### src/hdl/wpts_pkg.sv
// Shared sizes, codes, and control types for the weighted priority task stacks.
// Used by wpts_ctrl, wpts_dp and weighted_priority_task_stacks_core.
`timescale 1ns / 1ps

package wpts_pkg;

  // Sizing
  localparam int PRIORITY_LEVELS = 4;
  localparam int STACK_DEPTH     = 16;
  localparam int ID_BITS         = 16;

  localparam int NUM_POOLS = 2;
  localparam int NUM_CATS  = 2;

  localparam int LVL_W      = (PRIORITY_LEVELS > 1) ? $clog2(PRIORITY_LEVELS) : 1;
  localparam int PTR_W      = $clog2(STACK_DEPTH);
  localparam int FILL_W     = $clog2(STACK_DEPTH + 1);
  localparam int STK_W      = 2 + LVL_W;
  localparam int NUM_STK    = 2 ** STK_W;
  localparam int ADDR_W     = STK_W + PTR_W;
  localparam int STORE_DEPTH = 2 ** ADDR_W;
  localparam int TOTAL_W    =
    $clog2(NUM_POOLS * NUM_CATS * PRIORITY_LEVELS * STACK_DEPTH + 1);
  localparam int POOL_SUM_W = $clog2(NUM_CATS * PRIORITY_LEVELS * STACK_DEPTH + 1);

  // Port field widths
  localparam int OP_W     = 2;
  localparam int PRIO_W   = 2;
  localparam int TID_W    = 16;
  localparam int STATUS_W = 3;
  localparam int QUEUED_W = 9;
  localparam int REMOVED_W = 8;
  localparam int CFG_IDX_W = 1;
  localparam int CFG_W    = 4;

  // Operation codes
  localparam logic [OP_W-1:0] OP_PUSH  = 2'd0;
  localparam logic [OP_W-1:0] OP_POP   = 2'd1;
  localparam logic [OP_W-1:0] OP_CLEAR = 2'd2;

  // Result status codes
  localparam logic [STATUS_W-1:0] ST_PUSHED  = 3'd0;
  localparam logic [STATUS_W-1:0] ST_POPPED  = 3'd1;
  localparam logic [STATUS_W-1:0] ST_EMPTY   = 3'd2;
  localparam logic [STATUS_W-1:0] ST_FULL    = 3'd3;
  localparam logic [STATUS_W-1:0] ST_CLEARED = 3'd4;

  // Configuration register indexes and reset values
  localparam logic [CFG_IDX_W-1:0] REG_RATIO_PERIOD    = 1'd0;
  localparam logic [CFG_IDX_W-1:0] REG_PREFERRED_TURNS = 1'd1;
  localparam logic [CFG_W-1:0]     RATIO_RESET = 4'd6;
  localparam logic [CFG_W-1:0]     PREF_RESET  = 4'd5;

  // Controller to datapath
  typedef struct packed {
    logic latch;   // capture input transaction
    logic reduce;  // bring turn counter below period, one subtract
    logic exec;    // perform the operation
    logic load;    // move result into output register
  } ctrl_cmd_t;

  // Datapath to controller
  typedef struct packed {
    logic need_reduce;
  } dp_sts_t;

  function automatic logic [STK_W-1:0] stk_idx(input logic p, input logic c,
                                               input logic [LVL_W-1:0] l);
    stk_idx = {p, c, l};
  endfunction

endpackage

### src/hdl/wpts_ctrl.sv
// Sequencing FSM for the task stacks: accept, execute, deliver.
// Depends on wpts_pkg.
`timescale 1ns / 1ps

module wpts_ctrl (
  input  logic                  clk,
  input  logic                  rst_n,
  input  logic                  in_valid,
  output logic                  in_stall,
  output logic                  out_valid,
  input  logic                  out_stall,
  input  wpts_pkg::dp_sts_t     sts,
  output wpts_pkg::ctrl_cmd_t   cmd
);

  localparam logic [1:0] S_IDLE = 2'd0;
  localparam logic [1:0] S_EXEC = 2'd1;
  localparam logic [1:0] S_FIN  = 2'd2;

  logic [1:0] state_r, state_nxt;
  logic       out_valid_r, out_valid_nxt;
  logic       out_free;

  assign out_free  = !out_valid_r || !out_stall;
  assign out_valid = out_valid_r;
  assign in_stall  = !((state_r == S_IDLE) || ((state_r == S_FIN) && out_free));

  always_comb begin
    state_nxt = state_r;
    cmd       = '0;
    case (state_r)
      S_IDLE: begin
        if (in_valid) begin
          cmd.latch = 1'b1;
          state_nxt = S_EXEC;
        end
      end
      S_EXEC: begin
        if (sts.need_reduce) begin
          cmd.reduce = 1'b1;
        end else begin
          cmd.exec  = 1'b1;
          state_nxt = S_FIN;
        end
      end
      S_FIN: begin
        if (out_free) begin
          cmd.load = 1'b1;
          if (in_valid) begin
            cmd.latch = 1'b1;
            state_nxt = S_EXEC;
          end else begin
            state_nxt = S_IDLE;
          end
        end
      end
      default: begin
        state_nxt = S_IDLE;
      end
    endcase
  end

  always_comb begin
    out_valid_nxt = out_valid_r;
    if (cmd.load) begin
      out_valid_nxt = 1'b1;
    end else if (out_valid_r && !out_stall) begin
      out_valid_nxt = 1'b0;
    end
  end

  always_ff @(posedge clk) begin
    if (!rst_n) begin
      state_r     <= S_IDLE;
      out_valid_r <= 1'b0;
    end else begin
      state_r     <= state_nxt;
      out_valid_r <= out_valid_nxt;
    end
  end

endmodule

### config.mk
export PLATFORM = sky130hd
export DESIGN_NAME = wpts_ctrl
export DESIGN_NICKNAME = d
export VERILOG_FILES = /design/src/hdl/wpts_pkg.sv /design/src/hdl/wpts_ctrl.sv
export SDC_FILE = /design/constraint.sdc
export NUM_CORES = 1
export LEC_CHECK = 0
export BUFFER_PORTS_ARGS = -buffer_cell sky130_fd_sc_hd__buf_2
export CAP_MARGIN = 20
export CORE_AREA = 2 2 39 41
export CTS_BUF_LIST = sky130_fd_sc_hd__clkbuf_4
export DETAILED_ROUTE_END_ITERATION = 6
export DIE_AREA = 0 0 41 43
export PLACE_DENSITY = 0.45
export SYNTH_ARGS = -nofsm -noshare
export SYNTH_HDL_FRONTEND = slang
export SYNTH_SLANG_ARGS = --single-unit
### constraint.sdc
create_clock -name clk -period 1.3 [get_ports clk]
set_clock_uncertainty 0.1 [all_clocks]
set_input_delay 0.325 -clock clk [delete_from_list [all_inputs] [get_ports clk]]
set_output_delay 0.325 -clock clk [all_outputs]
set_load 0.02 [all_outputs]
==> impl_summary.log, run 1 <==
[metrics] number of distinct library cells after synthesis: 16
[metrics] peak supply drop: 0.317 mV
[metrics] top-count cell post-synth: sky130_fd_sc_hd__dfxtp_1
[metrics] die width: 41 um
[metrics] Synth async-reset ratio: 0
[metrics] Synth top cells by count: sky130_fd_sc_hd__dfxtp_1 (3), sky130_fd_sc_hd__nand2b_1 (2)
[metrics] top-area cell type share of the netlist area: 0.331
[metrics] max-capacitance violation count: 0
[metrics] final setup vio count: 5
[metrics] fill cell total of the finished layout: 152
[metrics] clock-pin transition on the worst setup and hold timing paths: 0.04 ns
[metrics] Synth-to-Final Area Change: 115%
[metrics] category of the most critical setup path: register to output port
[metrics] initial antenna violation count: 0
[metrics] first-pass GRT wire length: 779 um
[metrics] Die Y: 43 um
[metrics] count of synthesis-stage warnings from yosys: 0
[metrics] Syn Inst Count: 19
[metrics] DRT antenna net count: 0
[metrics] time the final worst path needs with I/O delays and setup: 1.46 ns
[metrics] number of nets in the layout: 45
[metrics] htree depth: 1
[metrics] global-route congestion overflow total: 0
[metrics] detailed-placement wirelength estimate: 356 um
[metrics] period utilization: 1.13
[metrics] number of cell instances on the worst register-to-register path: 4
[metrics] share of final-layout standard cells stronger than drive strength 1: 0.744
[metrics] Total Die Area: 1760 sq um
[metrics] transition at the pin with the smallest max-transition slack: 0.166 ns
[metrics] number of rows created at floorplan: 14
[metrics] Worst EP arrival: 1.04 ns
[metrics] number of optimization iterations in the first detailed-route pass: 4
[metrics] clock sink total: 3
[metrics] number of design rule violations left after detail routing: 0
[metrics] number of instances on the worst hold path: 2
[metrics] global-route usage over all layers: 0.0741
[metrics] type of the worst min-delay path: input pin to register
[metrics] number of flops mapped to enable cells by yosys: 0
[metrics] violations in the final reports: negative setup slack
[metrics] vias in the first global route: 195
[metrics] DR vias: 222
[metrics] library cell used as clock root buffer: sky130_fd_sc_hd__clkbuf_4
[metrics] count of inserted antenna diode cells: 0
[metrics] total number of cells along the worst setup path: 3
[metrics] Power Dens Cells: 1110 nW/um^2
[metrics] leakage component of the power: 0.000188 uW
[metrics] Post-Synthesis Cell Area: 181 sq um
[metrics] maximum clock path buffer count: 2
[metrics] via/cell ratio: 4.04
[metrics] Post-Syn Nets: 24
[metrics] Rel. slew slack: 0.889
[metrics] Crit path largest cell delay: 0.35 ns
[metrics] Seq cells post-synth: 3
[metrics] mean routed wirelength per cell: 9.71 um
[metrics] outcome: finished, violations left
[metrics] Routability Congestion: 0.625
[metrics] hold violation count in the final report: 0
[metrics] achievable frequency: 683 MHz
[metrics] number of buffers inserted during clock tree synthesis: 3
[metrics] reg-to-reg slack, setup: 0 ns
[metrics] drt first-iter violations: 5
[metrics] critical path data required time: 0.88 ns
[metrics] starting density of the core: 0.131
[metrics] worst skew pair latency: 0.23 ns
[metrics] Avg Cell Area, Syn: 9.55 sq um
[metrics] largest net degree at the start of global routing: 7
[metrics] Crit Path Max Fanout: 5
[metrics] total instance count after detailed placement: 47
[metrics] unrepaired setup endpoints after global routing: yes
[metrics] I/O Pins: 11
[metrics] Hold Worst Slack: 0.241 ns
[metrics] CP Launch Type: register
[metrics] main flop type after synthesis: sky130_fd_sc_hd__dfxtp_1
[metrics] critical path capture point type: output port
[metrics] largest cells by area after synthesis: sky130_fd_sc_hd__dfxtp_1 (33%), sky130_fd_sc_hd__nand2b_1 (6.9%), sky130_fd_sc_hd__nor3b_2 (6.9%)
[metrics] Critical path buffers and inverters: 1
[metrics] wirelength, routed: 534 um
[metrics] area inside the core boundary: 1380 sq um
[metrics] cell family contributing the most delay on the critical path: flip-flops
[metrics] sequential cell area fraction in the yosys report: 0.331
[metrics] port buffer count: 10
[metrics] number of standard cells in the final layout excluding fillers: 55
[metrics] TritonCTS clock tree: done
[metrics] Final Max Slew Viols: 0
[metrics] cell type contributing the most total cell area after synthesis: sky130_fd_sc_hd__dfxtp_1
[metrics] cell with the largest stage delay on the worst path: sky130_fd_sc_hd__dfxtp_4
[metrics] post-layout worst setup margin: -0.165 ns
[metrics] ordered list of cells on the worst path: and2b_1 -> and2_4 -> buf_6
## sequential cells by signal, summed over array words and instances, names as in the netlist
| register | cells |
|---|---|
| out_valid | 1 |
| state_r | 2 |
## placed cells by master (no fill, tap or decap), types with 2 or more instances in the layout
cell type and instances:
sky130_fd_sc_hd__buf_6 5, sky130_fd_sc_hd__buf_2 5, sky130_fd_sc_hd__dfxtp_4 2, sky130_fd_sc_hd__clkbuf_4 4
sky130_fd_sc_hd__buf_4 7
## kinds of logic (layout without fill, tap and decap cells)
logic type             after synthesis  after routing  share of synthesized area
AND/OR/NAND/NOR                     10             10                      0.400
AO/OA/AOI/OAI                        4              4                      0.166
flip-flops                           3              3                      0.331
multiplexers                         1              1                     0.0621
buffers and inverters                1             21                     0.0414
## power breakdown
| group | internal, uW | switching, uW | leakage [uW] |
|---|---|---|---|
| Clock | 136 | 50.2 | 0.0000184 |
| Combinational | 87.3 | 50.3 | 0.000143 |
| Sequential | 99.7 | 9.82 | 0.0000264 |
| Total | 323 | 110 | 0.000188 |
## worst reg2reg max path, stage by stage, from the launching register on
cell and delay [ns]:
sky130_fd_sc_hd__dfxtp_4 0.34, sky130_fd_sc_hd__buf_4 0.13, sky130_fd_sc_hd__buf_4 0.12, sky130_fd_sc_hd__mux2_4 0.28, sky130_fd_sc_hd__a32o_1 0.20
## path summary, 6_finish.rpt
path	start	to
max reg2reg	state_r[0]$_SDFFE_PN0P_	state_r[0]$_SDFFE_PN0P_
max	state_r[0]$_SDFFE_PN0P_	cmd[3]
min reg2reg	out_valid$_SDFFE_PN0P_	out_valid$_SDFFE_PN0P_
min	rst_n	state_r[1]$_SDFFE_PN0P_
## layer usage
layer	track usage	part of all wire	routed length (um)	vias up
met5	0	0	0	-
met4	0.0800	0	0	0
met3	0.0471	0.099	53	0
met2	0.0938	0.46	248	13
met1	0.0735	0.43	232	98
li1	-	-	-	111
## layout make-up
type	count	area [sq um]	area share
Clock buffer	4	30.0	0.0769
Multi-Input combinational cell	15	138	0.353
Sequential cell	3	68.8	0.176
Tap cell	16	20.0	0.0513
Timing Repair Buffer	17	134	0.343
## metrics by stage
stage | setup TNS, ns | util | setup WS, ns | instance area (sq um) | total power, uW
3_3_place_gp | -0.00231 | 0.193 | -0.00231 | 267 | 197
3_5_place_dp | -0.00816 | 0.193 | -0.00816 | 267 | 196
6_report | -0.557 | 0.282 | -0.165 | 390 | 433
2_1_floorplan | 0 | - | 0.0783 | 181 | 156
4_1_cts | -0.572 | 0.259 | -0.164 | 358 | 430
5_1_grt | -0.787 | 0.282 | -0.209 | 390 | 463
## what timing repair did
action | in CTS | in global routing
pin swaps | 2 | 2
endpoints found under the setup margin | 5 | 6
hold endpoints to repair | 0 | 0
buffers inserted | 3 | 1
gates resized for setup | 13 | 7
hold buffers | 0 | 0
(Power assumes the default switching activity.)
==> run 2, diff against run 1 <==
Settings changed: ABC_AREA set to 1, RECOVER_POWER set to 100.
==> run 2 against run 1 <==
  * The flow still finishes with violations (negative setup slack)
  * Largest cell class is now non-clock buffers
  * Sequential cell count unchanged
  * Non-clock buffer count shrank 2
  * Sequential share of layout area is 0.34 points lower
  * Critical endpoint unchanged
  * Wire length fell by 20%
  * Via count decreased by 4.5%
  * Design area shrank 5.4%
  * Clock power is essentially flat
  * Hold slack gained 0.00094 ns
  * Power fell by 17%
==> impl_summary.log, run 2 <==
[metrics] Syn Inst Count: 27 (was 19)
[metrics] Post-Synthesis Cell Area: 174 sq um (was 181 sq um)
[metrics] number of buffers inserted during clock tree synthesis: 3 (unchanged)
[metrics] maximum clock path buffer count: 2 (unchanged)
[metrics] detailed-placement wirelength estimate: 308 um (was 356 um)
[metrics] Critical path buffers and inverters: 1 (unchanged)
[metrics] wirelength, routed: 429 um (was 534 um)
[metrics] global-route congestion overflow total: 0 (unchanged)
[metrics] total power: 358 uW (was 433 uW)
[metrics] Seq cells post-synth: 3 (unchanged)
[metrics] violations in the final reports: negative setup slack (unchanged)
[metrics] port buffer count: 10 (unchanged)
[metrics] htree depth: 1 (unchanged)
[metrics] vias in the first global route: 191 (was 195)
[metrics] global-route usage over all layers: 0.0673 (was 0.0741)
[metrics] critical path data required time: 0.88 ns (about the same)
[metrics] final core area utilization: 0.267 (was 0.282)
[metrics] placement-stage worst setup slack: 0.0270 ns (was -0.00816 ns)
[metrics] Avg Cell Area, Syn: 6.44 sq um (was 9.55 sq um)
[metrics] net switching power of the design: 89.5 uW (was 110 uW)
[metrics] achievable frequency: 720 MHz (was 683 MHz)
[metrics] number of nets in the layout: 51 (was 45)
[metrics] share of final-layout standard cells stronger than drive strength 1: 0.711 (was 0.744)
[metrics] ordered list of cells on the worst path: nand2_4 -> o21ai_4 -> nor2_1 -> buf_4 (was and2b_1 -> and2_4 -> buf_6)
[metrics] Total Die Area: 1760 sq um (unchanged)
[metrics] peak supply drop: 0.250 mV (was 0.317 mV)
[metrics] Power Dens Cells: 969 nW/um^2 (was 1110 nW/um^2)
[metrics] Final Max Slew Viols: 0 (unchanged)
[metrics] unrepaired setup endpoints after global routing: yes (unchanged)
[metrics] DR vias: 212 (was 222)
[metrics] outcome: finished, violations left (unchanged)
[metrics] Routability Congestion: 0.594 (was 0.625)
[metrics] post-layout worst setup margin: -0.0882 ns (was -0.165 ns)
[metrics] Rel. slew slack: 0.920 (was 0.889)
[metrics] internal power summed over all cells: 268 uW (was 323 uW)
[metrics] number of standard cells in the final layout excluding fillers: 61 (was 55)
[metrics] commonest cells after routing, fill and taps aside: sky130_fd_sc_hd__inv_1 (6), sky130_fd_sc_hd__buf_6 (6), sky130_fd_sc_hd__buf_2 (5) (was sky130_fd_sc_hd__buf_4 (7), sky130_fd_sc_hd__buf_2 (5), sky130_fd_sc_hd__buf_6 (5))
[metrics] Synth async-reset ratio: 0 (unchanged)
[metrics] number of distinct library cells after synthesis: 11 (was 16)
[metrics] Synth top cells by count: sky130_fd_sc_hd__inv_1 (8), sky130_fd_sc_hd__dfxtp_1 (3), sky130_fd_sc_hd__nand2_1 (3) (was sky130_fd_sc_hd__dfxtp_1 (3), sky130_fd_sc_hd__nand2b_1 (2))
[metrics] category of the most critical setup path: register to output port (unchanged)
[metrics] sequential cell area fraction in the yosys report: 0.345 (was 0.331)
[metrics] Worst EP arrival: 0.96 ns (was 1.04 ns)
[metrics] CP Launch Type: register (unchanged)
[metrics] count of synthesis-stage warnings from yosys: 0 (unchanged)
[metrics] final setup vio count: 5 (unchanged)
[metrics] quantity of hold-fixing buffers added after cts: 0 (unchanged)
[metrics] number of flops mapped to enable cells by yosys: 0 (unchanged)
[metrics] TritonCTS clock tree: done (unchanged)
[metrics] leakage component of the power: 0.000212 uW (was 0.000188 uW)
[metrics] part of the total power dissipated in sequential elements: 0.287 (was 0.253)
[metrics] total instance count after detailed placement: 52 (was 47)
[metrics] Post-Syn Nets: 32 (was 24)
[metrics] Crit path largest cell delay: 0.34 ns (was 0.35 ns)
[metrics] Die Y: 43 um (unchanged)
[metrics] via/cell ratio: 3.48 (was 4.04)
[metrics] largest net degree at the start of global routing: 5 (was 7)
[metrics] transition at the pin with the smallest max-transition slack: 0.119 ns (was 0.166 ns)
[metrics] initial antenna violation count: 0 (unchanged)
[metrics] cell with the largest stage delay on the worst path: sky130_fd_sc_hd__dfxtp_2 (was sky130_fd_sc_hd__dfxtp_4)
[metrics] worst skew pair latency: 0.23 ns (about the same)
[metrics] die width: 41 um (unchanged)
[metrics] critical path capture point type: output port (unchanged)
[metrics] cell family contributing the most delay on the critical path: flip-flops (unchanged)
[metrics] hold violation count in the final report: 0 (unchanged)
[metrics] combinational cell fraction of total power: 0.203 (was 0.318)
[metrics] type of the worst min-delay path: input pin to register (unchanged)
[metrics] Reg with most FFs: state_r (unchanged)
[metrics] library cell used as clock root buffer: sky130_fd_sc_hd__clkbuf_4 (unchanged)
[metrics] switching part of the total: 0.250 (was 0.254)
[metrics] clock sink total: 3 (unchanged)
[metrics] clock-pin transition on the worst setup and hold timing paths: 0.04 ns (about the same)
[metrics] top-area cell type share of the netlist area: 0.345 (was 0.331)
[metrics] number of optimization iterations in the first detailed-route pass: 1 (was 4)
[metrics] count of inserted antenna diode cells: 0 (unchanged)
[metrics] Hold Worst Slack: 0.242 ns (was 0.241 ns)
[metrics] drt first-iter violations: 0 (was 5)
[metrics] max reg flops: 2 (unchanged)
[metrics] max-capacitance violation count: 0 (unchanged)
[metrics] number of design rule violations left after detail routing: 0 (unchanged)
[metrics] top-count cell post-synth: sky130_fd_sc_hd__inv_1 (was sky130_fd_sc_hd__dfxtp_1)
[metrics] main flop type after synthesis: sky130_fd_sc_hd__dfxtp_1 (unchanged)
[metrics] Crit Path Max Fanout: 3 (was 5)
[metrics] number of rows created at floorplan: 14 (unchanged)
[metrics] clock share of power: 0.511 (was 0.430)
[metrics] DRT antenna net count: 0 (unchanged)
[metrics] I/O Pins: 11 (unchanged)
[metrics] mean routed wirelength per cell: 7.03 um (was 9.71 um)
[metrics] cell type contributing the most total cell area after synthesis: sky130_fd_sc_hd__dfxtp_1 (unchanged)
[metrics] period utilization: 1.07 (was 1.13)
[metrics] area inside the core boundary: 1380 sq um (unchanged)
[metrics] Synth-to-Final Area Change: 112% (was 115%)
[metrics] starting density of the core: 0.126 (was 0.131)
[metrics] time the final worst path needs with I/O delays and setup: 1.39 ns (was 1.46 ns)
[metrics] first-pass GRT wire length: 703 um (was 779 um)
[metrics] largest cells by area after synthesis: sky130_fd_sc_hd__dfxtp_1 (35%), sky130_fd_sc_hd__inv_1 (17%), sky130_fd_sc_hd__nand2_2 (7.2%) (was sky130_fd_sc_hd__dfxtp_1 (33%), sky130_fd_sc_hd__nand2b_1 (6.9%), sky130_fd_sc_hd__nor3b_2 (6.9%))
[run 2: cell count changes after synthesis, moves of 2 or more]
cell / delta
sky130_fd_sc_hd__nand2_2: +2
sky130_fd_sc_hd__inv_1: +8
sky130_fd_sc_hd__nand2_1: +2
sky130_fd_sc_hd__nand2b_1: -2
sky130_fd_sc_hd__nor2_2: +2
sky130_fd_sc_hd__nor2_1: +2
[run 2: cells by family (layout without fill, tap and decap cells)]
logic type | after synthesis | in the layout | share of synthesized area
AO/OA/AOI/OAI | 3 | 3 | 0.108
buffers and inverters | 10 | 28 | 0.237
flip-flops | 3 | 3 | 0.345
AND/OR/NAND/NOR | 11 | 11 | 0.309
[run 2: metal layers]
layer  GRT usage  part of all wire
met1      0.0675              0.34
met4      0.0800                 0
met5           0                 0
met2      0.0875              0.58
met3      0.0314             0.079
[run 2: area by class of cell]
class	count	area, sq um
Fill cell	163	1010
Timing Repair Buffer	15	123
Tap cell	16	20.0
Multi-Input combinational cell	14	96.3
Inverter	9	36.3
Clock buffer	4	30.0
Sequential cell	3	63.8
[run 2: stage by stage]
step | area (sq um) | setup TNS (ns)
finish | 369 | -0.241
detailed placement | 245 | 0
global route | 369 | -0.556
floorplan | 183 | 0
global placement | 245 | 0
CTS | 337 | -0.413
[run 2: final timing paths]
kind | startpoint | endpoint | slack, ns | cells past startpoint
max | out_valid$_SDFFE_PN0P_ | cmd[3] | -0.09 | 4
min | rst_n | state_r[0]$_SDFFE_PN0P_ | 0.24 | 3
max reg2reg | state_r[1]$_SDFFE_PN0P_ | out_valid$_SDFFE_PN0P_ | 0.01 | 9
min reg2reg | out_valid$_SDFFE_PN0P_ | out_valid$_SDFFE_PN0P_ | 0.40 | 2
[run 2: tightest hold or removal path, stage by stage]
cell                      delay (ns)
sky130_fd_sc_hd__buf_2          0.11
sky130_fd_sc_hd__nand2_1        0.07
sky130_fd_sc_hd__nor2_2         0.04
[run 2: repair_timing]
item                                    in CTS  in global routing
buffers inserted                             5                  0
endpoints found under the setup margin       5                  6
gates resized for setup                     11                  9
[run 2: power groups by stage]
stage	clock network [uW]	registers [uW]	logic, uW
CTS	194	102	66.3
global placement	0	102	53.1
floorplan	0	102	35.6
global route	199	103	79.5
finish	183	103	72.4
detailed placement	0	102	53.7
